==> config.mk <==
export PLATFORM = sky130hd
export DESIGN_NAME = bilevel_rle_nibble_encoder
export DESIGN_NICKNAME = d
export VERILOG_FILES = /design/src/bre_pkg.sv /design/src/bre_front.sv /design/src/bre_cmdq.sv /design/src/bre_back.sv /design/src/bilevel_rle_nibble_encoder.sv
export VERILOG_INCLUDE_DIRS = /design/src /design/src/src
export SDC_FILE = /design/constraint.sdc
export NUM_CORES = 1
export LEC_CHECK = 0
export ABC_AREA = 1
export BUFFER_PORTS_ARGS = -buffer_cell sky130_fd_sc_hd__buf_4
export CAP_MARGIN = 5
export CORE_UTILIZATION = 40
export DETAILED_ROUTE_END_ITERATION = 7
export RECOVER_POWER = 50
export SLEW_MARGIN = 20
export SYNTH_ARGS = -nofsm -noshare
export SYNTH_HDL_FRONTEND = slang
export SYNTH_SLANG_ARGS = --single-unit
export TNS_END_PERCENT = 1
==> constraint.sdc <==
create_clock -name clk -period 3.5 [get_ports clk]
set_input_delay 0.175 -clock clk [delete_from_list [all_inputs] [get_ports clk]]
set_output_delay 0.175 -clock clk [all_outputs]
set_load 0.03 [all_outputs]
==> src/bilevel_rle_nibble_encoder_assert.svh <==
// Assertion macros shared by the bilevel run-length encoder modules.
// No dependencies; include by bare file name inside a module body.
`ifndef BILEVEL_RLE_NIBBLE_ENCODER_ASSERT_SVH
`define BILEVEL_RLE_NIBBLE_ENCODER_ASSERT_SVH

// cond must never hold out of reset
`define BRE_ASSERT_NEVER(lbl, clk, rst_n, cond, msg) \
	lbl: assert property (@(posedge clk) disable iff (!rst_n) !(cond)) else $error(msg);

// ante implies cons in the same cycle
`define BRE_ASSERT_IMP(lbl, clk, rst_n, ante, cons, msg) \
	lbl: assert property (@(posedge clk) disable iff (!rst_n) (ante) |-> (cons)) \
		else $error(msg);

`endif

==> src/bre_pkg.sv <==
// Package for the bilevel run-length nibble encoder: run types, constants
// and the command word passed from the front part to the back part.
package bre_pkg;

	localparam int NIBBLE_BITS = 4;
	localparam int CODE_BITS   = 2 * NIBBLE_BITS;
	localparam int CMDQ_DEPTH  = 4;

	typedef logic [NIBBLE_BITS-1:0] run_t;
	typedef logic [CODE_BITS-1:0]   code_t;

	localparam run_t RUN_MAX = {NIBBLE_BITS{1'b1}};

	// one accepted pixel yields a closed pair, a flushed pair, or both
	typedef struct packed {
		logic  close_v;
		code_t close_code;
		logic  flush_v;
		code_t flush_code;
	} cmd_t;

endpackage

==> src/bre_front.sv <==
// Front part of the bilevel run-length encoder: run counters and pair closing.
// Depends on bre_pkg and bilevel_rle_nibble_encoder_assert.svh.
module bre_front (
	input  logic          clk,
	input  logic          arst_n,
	input  logic          accept,
	input  logic [7:0]    pixel_value,
	input  logic          last_pixel,
	output logic          cmd_push,
	output bre_pkg::cmd_t cmd
);

	logic          phase_q;
	bre_pkg::run_t white_q;
	bre_pkg::run_t black_q;

	logic          black;
	logic          phase_n;
	bre_pkg::run_t white_n;
	bre_pkg::run_t black_n;
	logic          close_v;

	assign black = |pixel_value;

	always_comb begin
		phase_n = phase_q;
		white_n = white_q;
		black_n = black_q;
		close_v = 1'b0;
		if (!phase_q) begin
			if (black) begin
				phase_n = 1'b1;
				black_n = bre_pkg::run_t'(1);
			end else if (white_q != bre_pkg::RUN_MAX) begin
				white_n = white_q + bre_pkg::run_t'(1);
			end else begin
				close_v = 1'b1;
				white_n = bre_pkg::run_t'(1);
				black_n = '0;
			end
		end else begin
			if (!black) begin
				close_v = 1'b1;
				phase_n = 1'b0;
				white_n = bre_pkg::run_t'(1);
				black_n = '0;
			end else if (black_q != bre_pkg::RUN_MAX) begin
				black_n = black_q + bre_pkg::run_t'(1);
			end else begin
				close_v = 1'b1;
				white_n = '0;
				black_n = bre_pkg::run_t'(1);
			end
		end
	end

	always_comb begin
		cmd.close_v    = close_v;
		cmd.close_code = {white_q, black_q};
		cmd.flush_v    = last_pixel;
		cmd.flush_code = {white_n, black_n};
		cmd_push       = accept && (close_v || last_pixel);
	end

	always_ff @(posedge clk or negedge arst_n) begin
		if (!arst_n) begin
			phase_q <= 1'b0;
			white_q <= '0;
			black_q <= '0;
		end else if (accept) begin
			if (last_pixel) begin
				phase_q <= 1'b0;
				white_q <= '0;
				black_q <= '0;
			end else begin
				phase_q <= phase_n;
				white_q <= white_n;
				black_q <= black_n;
			end
		end
	end

`include "bilevel_rle_nibble_encoder_assert.svh"

	`BRE_ASSERT_IMP(a_flush_nonempty, clk, arst_n, cmd_push && cmd.flush_v, cmd.flush_code != '0, "flushed pair holds no pixel")

endmodule

==> src/bre_cmdq.sv <==
// Command queue between the front and back parts of the run-length encoder.
// Depends on bre_pkg and bilevel_rle_nibble_encoder_assert.svh.
module bre_cmdq #(
	parameter int DEPTH = bre_pkg::CMDQ_DEPTH
) (
	input  logic          clk,
	input  logic          arst_n,
	input  logic          push,
	input  bre_pkg::cmd_t push_cmd,
	output logic          full,
	input  logic          pop,
	output logic          avail,
	output bre_pkg::cmd_t head_cmd
);

	localparam int PTR_W = (DEPTH > 1) ? $clog2(DEPTH) : 1;
	localparam int CNT_W = $clog2(DEPTH + 1);

	bre_pkg::cmd_t      slot_q [DEPTH];
	logic [PTR_W-1:0]   wr_q;
	logic [PTR_W-1:0]   rd_q;
	logic [CNT_W-1:0]   count_q;
	logic               do_push;
	logic               do_pop;

	assign full     = (count_q == CNT_W'(DEPTH));
	assign avail    = (count_q != '0);
	assign head_cmd = slot_q[rd_q];
	assign do_push  = push && !full;
	assign do_pop   = pop && avail;

	always_ff @(posedge clk) begin
		if (do_push) begin
			slot_q[wr_q] <= push_cmd;
		end
	end

	always_ff @(posedge clk or negedge arst_n) begin
		if (!arst_n) begin
			wr_q    <= '0;
			rd_q    <= '0;
			count_q <= '0;
		end else begin
			if (do_push) begin
				wr_q <= (wr_q == PTR_W'(DEPTH - 1)) ? '0 : wr_q + PTR_W'(1);
			end
			if (do_pop) begin
				rd_q <= (rd_q == PTR_W'(DEPTH - 1)) ? '0 : rd_q + PTR_W'(1);
			end
			if (do_push && !do_pop) begin
				count_q <= count_q + CNT_W'(1);
			end else if (!do_push && do_pop) begin
				count_q <= count_q - CNT_W'(1);
			end
		end
	end

`include "bilevel_rle_nibble_encoder_assert.svh"

	`BRE_ASSERT_NEVER(a_no_overflow, clk, arst_n, push && full, "command dropped on full queue")
	`BRE_ASSERT_NEVER(a_count_range, clk, arst_n, count_q > CNT_W'(DEPTH), "queue count out of range")

endmodule

==> src/bre_back.sv <==
// Back part of the run-length encoder: expands commands into code words.
// Depends on bre_pkg.
module bre_back (
	input  logic          clk,
	input  logic          arst_n,
	input  logic          cmd_avail,
	input  bre_pkg::cmd_t cmd,
	output logic          cmd_pop,
	output logic          empty,
	input  logic          pop,
	output logic [7:0]    code_byte,
	output logic          last_code
);

	logic                close_v_q;
	logic                flush_v_q;
	bre_pkg::code_t      close_code_q;
	bre_pkg::code_t      flush_code_q;
	logic                fire;

	assign empty     = !(close_v_q || flush_v_q);
	assign fire      = pop && !empty;
	assign code_byte = close_v_q ? close_code_q : flush_code_q;
	assign last_code = !close_v_q;
	assign cmd_pop   = cmd_avail && (empty || (fire && !(close_v_q && flush_v_q)));

	always_ff @(posedge clk) begin
		if (cmd_pop) begin
			close_code_q <= cmd.close_code;
			flush_code_q <= cmd.flush_code;
		end
	end

	always_ff @(posedge clk or negedge arst_n) begin
		if (!arst_n) begin
			close_v_q <= 1'b0;
			flush_v_q <= 1'b0;
		end else if (cmd_pop) begin
			close_v_q <= cmd.close_v;
			flush_v_q <= cmd.flush_v;
		end else if (fire) begin
			if (close_v_q) begin
				close_v_q <= 1'b0;
			end else begin
				flush_v_q <= 1'b0;
			end
		end
	end

endmodule

==> src/bilevel_rle_nibble_encoder.sv <==
// Top level of the bilevel run-length nibble encoder.
// Depends on bre_pkg, bre_front, bre_cmdq and bre_back.
//
// Takes one pixel per clock while full is low (zero is white, nonzero is
// black) and emits code words holding a white run in the high nibble and a
// black run in the low nibble, runs capped at 15. A pixel with last_pixel
// set flushes the pending pair as a word with last_code set and clears the
// run state. The front counts runs and closes pairs in the cycle a pixel is
// accepted; each pixel that yields words writes one command into a queue of
// QUEUE_DEPTH entries, and the back hands out one word per clock from an
// output register while pop is high and empty is low. A pixel can give two
// words, so under a steady pop full rises only when the queue fills.
module bilevel_rle_nibble_encoder #(
	parameter int QUEUE_DEPTH = bre_pkg::CMDQ_DEPTH
) (
	input  logic       clk,
	input  logic       arst_n,
	input  logic       push,
	output logic       full,
	input  logic [7:0] pixel_value,
	input  logic       last_pixel,
	output logic       empty,
	input  logic       pop,
	output logic [7:0] code_byte,
	output logic       last_code
);

	logic          accept;
	logic          cmd_push;
	bre_pkg::cmd_t front_cmd;
	logic          cmd_pop;
	logic          cmd_avail;
	bre_pkg::cmd_t head_cmd;

	assign accept = push && !full;

	bre_front u_front (
		.clk         (clk),
		.arst_n      (arst_n),
		.accept      (accept),
		.pixel_value (pixel_value),
		.last_pixel  (last_pixel),
		.cmd_push    (cmd_push),
		.cmd         (front_cmd)
	);

	bre_cmdq #(
		.DEPTH (QUEUE_DEPTH)
	) u_cmdq (
		.clk      (clk),
		.arst_n   (arst_n),
		.push     (cmd_push),
		.push_cmd (front_cmd),
		.full     (full),
		.pop      (cmd_pop),
		.avail    (cmd_avail),
		.head_cmd (head_cmd)
	);

	bre_back u_back (
		.clk       (clk),
		.arst_n    (arst_n),
		.cmd_avail (cmd_avail),
		.cmd       (head_cmd),
		.cmd_pop   (cmd_pop),
		.empty     (empty),
		.pop       (pop),
		.code_byte (code_byte),
		.last_code (last_code)
	);

endmodule
==> flow_metrics.py, run 1 <==
metrics = {
    "timing": {
        "setup_violations": 0,
        "period_share_pct": 77.9,
        "grt_setup_unrepaired": "no",
        "fmax_mhz": 367,
        "clock_skew_ns": 0.0126,
        "hold_viol": 0,
        "fin_tns_setup_ns": 0,
        "relSlewSlack_pct": 24.3,
        "tightest_slew_ns": 1.14,
        "fin_crit_ns": 2.73,
        "slew_viol_final": 0,
    },
    "cells_and_area": {
        "area_growth_pct": 10.5,
        "fillerInstances": 1018,
        "layout_common_cells": "edfxtp_1 (88), nand2_1 (85), nor2_1 (48)",
        "num_antenna_cells": 0,
        "mostFrequentLayoutCell": "edfxtp_1",
        "drive_above_1_share_pct": 11.4,
        "ff_latch_area_mm2": 0.00309,
        "layout.nets": 437,
        "multi_input_area_mm2": 0.00121,
    },
    "critical_path": {
        "crit_fanout": 8,
        "cp_common_cell": "nand2_1",
        "critPathLaunchType": "flop",
        "cp_slowest_cell": "dfrtp_1",
        "path_cells": "ha_1 > nand2_1 > nor2_1 > nand2_1 > nand3_1 > nand2_1 > inv_1 > ha_1 > inv_1 > fa_1 > a21oi_1 > o21ai_0 > xor2_1",
        "worstSetupPathType": "flop to flop",
        "worst_setup_path_end_kind": "flop",
        "worstSetupStartpoint": "u_front.white_q[1]",
        "cp_top_family": "simple AND/OR/NAND/NOR gates",
        "critPathMaxStageDelay_ns": 0.48,
        "required_ns": 3.75,
        "critPathArrivalTime_ns": 2.98,
        "r2r-start": "u_front.white_q[1]",
        "critPathBufInv": 2,
    },
    "cts": {
        "cts-resized-gates": 0,
        "cts.sinks": 106,
        "htreeDepth": 3,
        "cts_tree": "yes",
        "post_cts_buffers": 0,
        "clockBufferDepth": 2,
        "root_buffer": "clkbuf_8",
        "cts-buffers-inserted": 9,
        "clock_latency_ns": 0.37,
        "cts.clk_slew.worst_paths_ns": 0.10,
    },
    "die": {
        "die_w_um": 108,
        "pin_count": 24,
        "die_y_um": 108,
        "core_area_mm2": 0.0109,
        "die-area_mm2": 0.0117,
        "rows": 38,
        "start_util_pct": 41.3,
    },
    "yosys": {
        "synth_seq_cells": 106,
        "syn_nets": 409,
        "syn_avg_cell_area_um2": 11.6,
        "synth_area_mm2": 0.00450,
        "yosysTopAreaCellShare_pct": 58.7,
        "synth_area_leaders": "edfxtp_1 (59%), dfrtp_1 (10%), nand2_1 (6.8%)",
        "synth_top_area_cell": "edfxtp_1",
        "synthesis.instances": 387,
        "synth.yosys.seq_area_share_pct": 68.7,
        "yosys_warnings": 0,
        "ys_types": 29,
    },
    "pwr": {
        "power.density_mw_per_mm2": 780,
        "power.leakage_nw": 1.93,
        "power_mw": 3.88,
        "vdd_drop_max_mv": 0.396,
    },
    "placement": {
        "routabilityCongestion": 0.854,
        "portBuffers": 23,
        "dp_hpwl_um": 5360,
    },
    "detailed_routing": {
        "drc": 0,
        "vias": 2761,
        "wl_um": 8420,
        "drt_iter0_drc": 198,
        "wl_per_cell_um": 15.0,
        "via_per_inst": 4.93,
        "detail_route.first_pass.iterations": 4,
        "ant_nets": 0,
    },
    "global_route": {
        "grt_usage_pct": 16.1,
        "grt_pass1_vias": 2642,
        "grt-ovfl-total": 0,
        "antenna_found_initial": 0,
        "grt_max_degree": 40,
        "grt_pass1_wl_um": 13800,
    },
    "min_path": {
        "worstHoldStart": "pop",
        "hold_class": "input port to flop",
    },
    "flow_run": {
        "maxCapViolCount": 0,
    },
    "outcome": {
        "outcome": "finished clean",
    },
}
-- state kept, by name, indices dropped and copies added (netlist names) --
| signal | cells |
|---|---|
| u_cmdq.wr_q | 2 |
| u_cmdq.slot_q | 72 |
| u_front.white_q | 4 |
| u_front.black_q | 4 |
| u_back.flush_code_q | 8 |
| u_back.close_v_q | 1 |
| u_back.flush_v_q | 1 |
| u_cmdq.count_q | 3 |
| u_cmdq.rd_q | 2 |
| u_back.close_code_q | 8 |
| u_front.phase_q | 1 |
-- cell families (layout without fill, tap and decap cells) --
group                      Yosys count  count (layout)  share of synthesized area (%)
and+or+nand+nor                    162             162                           15.8
DFF                                106             106                           68.7
AOI/OAI and AO/OA                   68              68                           8.56
buffers and inverters               38              71                           3.50
adders and majority gates            9               9                           2.67
xor gates and xnor gates             4               4                          0.778
-- report_power, final --
group	total (mW)	internal (mW)	leakage, nW	switching [mW]
combinational	1.27	0.360	0.766	0.910
clock	0.794	0.399	0.105	0.396
sequential	1.81	1.70	1.06	0.111
total	3.88	2.46	1.93	1.42
-- timing repair --
action,CTS,global route
endpoints found under the hold margin,18,0
setup endpoints to repair,0,0
hold buffers,1,0
-- routing by layer --
layer / routed length (um) / GRT usage, % / vias up / part of all wire, %
li1: - / - / 1387 / -
met1: 4080 / 22.2 / 1314 / 48
met4: 165 / 8.51 / 0 / 2.0
met5: 0 / 0 / - / 0
met2: 3870 / 25.1 / 49 / 46
met3: 306 / 2.05 / 11 / 3.6
-- worst reg2reg max path, stage by stage (launching register included) --
cell	delay [ns]
dfrtp_1	0.48
ha_1	0.20
nand2_1	0.07
nor2_1	0.31
nand2_1	0.13
nand3_1	0.14
nand2_1	0.20
inv_1	0.11
ha_1	0.13
inv_1	0.06
fa_1	0.37
a21oi_1	0.14
o21ai_0	0.11
xor2_1	0.15
-- cell usage after synthesis, drive strengths merged --
master  number
o22ai       18
inv         25
o21ai       47
nand2       88
ha           8
a21oi        3
clkbuf       6
nor2        57
fa           1
or2          1
buf          7
xor2         2
nand3       13
nand3b       1
xnor2        2
edfxtp      88
dfrtp       18
nand4        2
-- area by class of cell --
class | count | share of cell area (%)
clock buffer | 10 | 2.56
clock inverter | 6 | 1.63
inverter | 25 | 1.89
multi-input combinational | 243 | 24.4
sequential | 106 | 62.2
tap | 140 | 3.52
timing repair buffer | 30 | 3.82
-- stage by stage --
step	utilization, %	hold slack, ns	cell area [um^2]	worst slack (ns)	instances
floorplan	-	-0.121	4500	1.27	387
global placement	44.4	0.0708	4830	1.11	543
detailed placement	44.4	0.0731	4830	1.02	543
CTS	46.4	0.0365	5050	1.01	560
global route	45.7	0.124	4980	0.418	560
finish	45.7	0.0925	4980	0.772	560
-- worst paths after layout --
kind	endpoint	slack [ns]	cells after the start
max	u_cmdq.count_q[2]	0.77	13
min	u_back.close_v_q	0.09	4
max reg2reg	u_cmdq.count_q[2]	0.77	13
min reg2reg	u_cmdq.count_q[0]	0.54	1
max in group asynchronous	u_cmdq.count_q[0]	2.26	2
min in group asynchronous	u_cmdq.rd_q[1]	0.56	2
(Power assumes the default switching activity.)
==> run 2, diff against run 1 <==
==> constraint.sdc (replaced) <==
create_clock -name clk -period 2.7 [get_ports clk]
set_input_delay 0.135 -clock clk [delete_from_list [all_inputs] [get_ports clk]]
set_output_delay 0.135 -clock clk [all_outputs]
set_load 0.03 [all_outputs]
==> flow_metrics.py, run 2 (synthesis gave the netlist of run 1 again) <==
metrics = {
    "global_route": {
        "grt_pass1_vias": 2698,
        "grt_usage_pct": 16.1,
        "grt_max_degree": 39,
        "grt-ovfl-total": 0,
        "antenna_found_initial": 0,
        "grt_pass1_wl_um": 13800,
    },
    "placement": {
        "dp_cells": 545,
        "place_ws_ns": 0.239,
        "portBuffers": 23,
        "dp_hpwl_um": 5350,
        "routabilityCongestion": 0.840,
        "placed_area_mm2": 0.00485,
    },
    "cts": {
        "root_buffer": "clkbuf_8",
        "clock_latency_ns": 0.36,
        "cts-buffers-inserted": 9,
        "post_cts_buffers": 0,
        "cts_tree": "yes",
        "clockBufferDepth": 2,
        "htreeDepth": 3,
        "cts.sinks": 106,
        "cts.clk_slew.worst_paths_ns": 0.10,
    },
    "die": {
        "start_util_pct": 41.3,
        "die_w_um": 108,
        "core_area_mm2": 0.0109,
        "rows": 38,
        "die_y_um": 108,
        "pin_count": 24,
        "die-area_mm2": 0.0117,
    },
    "flow_run": {
        "maxCapViolCount": 0,
    },
    "cells_and_area": {
        "fin_cells": 563,
        "design_area_mm2": 0.00498,
        "reg.largest.list": "u_cmdq.slot_q x72, u_back.close_code_q x8, u_back.flush_code_q x8",
        "area_growth_pct": 10.6,
        "layout_common_cells": "edfxtp_1 (88), nand2_1 (84), nor2_1 (49)",
        "drive_above_1_share_pct": 12.8,
        "num_antenna_cells": 0,
        "largest_register_ffs": 72,
        "fillerInstances": 1006,
        "largest-register": "u_cmdq.slot_q",
        "layout.nets": 440,
        "mostFrequentLayoutCell": "edfxtp_1",
    },
    "detailed_routing": {
        "vias": 2827,
        "wl_um": 8520,
        "detail_route.first_pass.iterations": 4,
        "drc": 0,
        "ant_nets": 0,
        "via_per_inst": 5.02,
        "wl_per_cell_um": 15.1,
        "drt_iter0_drc": 165,
    },
    "min_path": {
        "hold_class": "input port to flop",
        "hold_depth": 4,
    },
    "timing": {
        "fmax_mhz": 417,
        "hold_ws_ns": 0.0475,
        "fin_ws_ns": 0.302,
        "grt_setup_unrepaired": "no",
        "fin_tns_setup_ns": 0,
        "slew_viol_final": 0,
        "fin_crit_ns": 2.40,
        "tightest_slew_ns": 1.14,
        "hold_viol": 0,
        "clock_skew_ns": 0.0124,
        "period_share_pct": 88.8,
        "relSlewSlack_pct": 23.8,
        "setup_violations": 0,
    },
    "critical_path": {
        "worstSetupPathType": "flop to flop",
        "r2r_cells": 13,
        "critPathLaunchType": "flop",
        "critPathArrivalTime_ns": 2.65,
        "worst_setup_path_end_kind": "flop",
        "crit_fanout": 9,
        "required_ns": 2.95,
    },
    "pwr": {
        "power.density_mw_per_mm2": 983,
        "power.leakage_nw": 1.93,
        "vdd_drop_max_mv": 0.652,
    },
    "outcome": {
        "outcome": "finished clean",
    },
}
-- run 2: final cells by class --
type                       count  area, um^2  share of cell area (%)
sequential                   106        3100                    62.2
multi-input combinational    243        1230                    24.7
timing repair buffer          33         208                    4.17
tap                          140         175                    3.52
clock buffer                   9         124                    2.49
inverter                      25        93.8                    1.89
clock inverter                 7        52.6                    1.06
-- run 2: what timing repair did --
| action | 4_1_cts | 5_1_grt |
|---|---|---|
| gates resized for setup | 0 | 2 |
| endpoints found under the setup margin | 0 | 1 |
| hold buffers | 2 | 0 |
| endpoints found under the hold margin | 22 | 0 |
-- run 2: stage by stage --
step           util [%]  total power [mW]
3_5_place_dp       44.5              4.18
2_1_floorplan         -              3.60
3_3_place_gp       44.5              4.13
5_1_grt            45.7              5.22
4_1_cts            46.3              5.05
6_report           45.7              4.89
-- run 2: path summary, 6_finish.rpt --
kind                       slack (ns)            endpoint               start
max in group asynchronous        1.43  u_front.black_q[1]              arst_n
min reg2reg                      0.54   u_cmdq.count_q[0]   u_cmdq.count_q[0]
min                              0.05    u_back.close_v_q                 pop
max reg2reg                      0.30   u_cmdq.count_q[2]  u_front.black_q[0]
min in group asynchronous        0.51      u_cmdq.rd_q[1]              arst_n
max                              0.30   u_cmdq.count_q[2]  u_front.black_q[0]
-- run 2: power breakdown --
part / internal, mW / switching, mW
Combinational: 0.464 / 1.20
Sequential: 2.21 / 0.131
Clock: 0.342 / 0.543
Total: 3.02 / 1.88
-- run 2: metal layers --
layer	up-vias	track usage, %	part of all wire (%)
met2	62	25.5	47
met4	0	8.32	2.1
met1	1360	21.5	47
li1	1393	-	-
met3	12	2.41	3.8
met5	-	0	0
-- run 2: worst max-delay path: stages (launching register included) --
cell and delay [ns]:
dfrtp_2 0.45, ha_1 0.20, nand3_1 0.17, o21ai_0 0.12, nand2_1 0.10, nand3_2 0.11
nand2_4 0.09, inv_1 0.07, ha_1 0.13, inv_1 0.06, fa_1 0.38, a21oi_1 0.14
o21ai_0 0.11, xor2_1 0.15
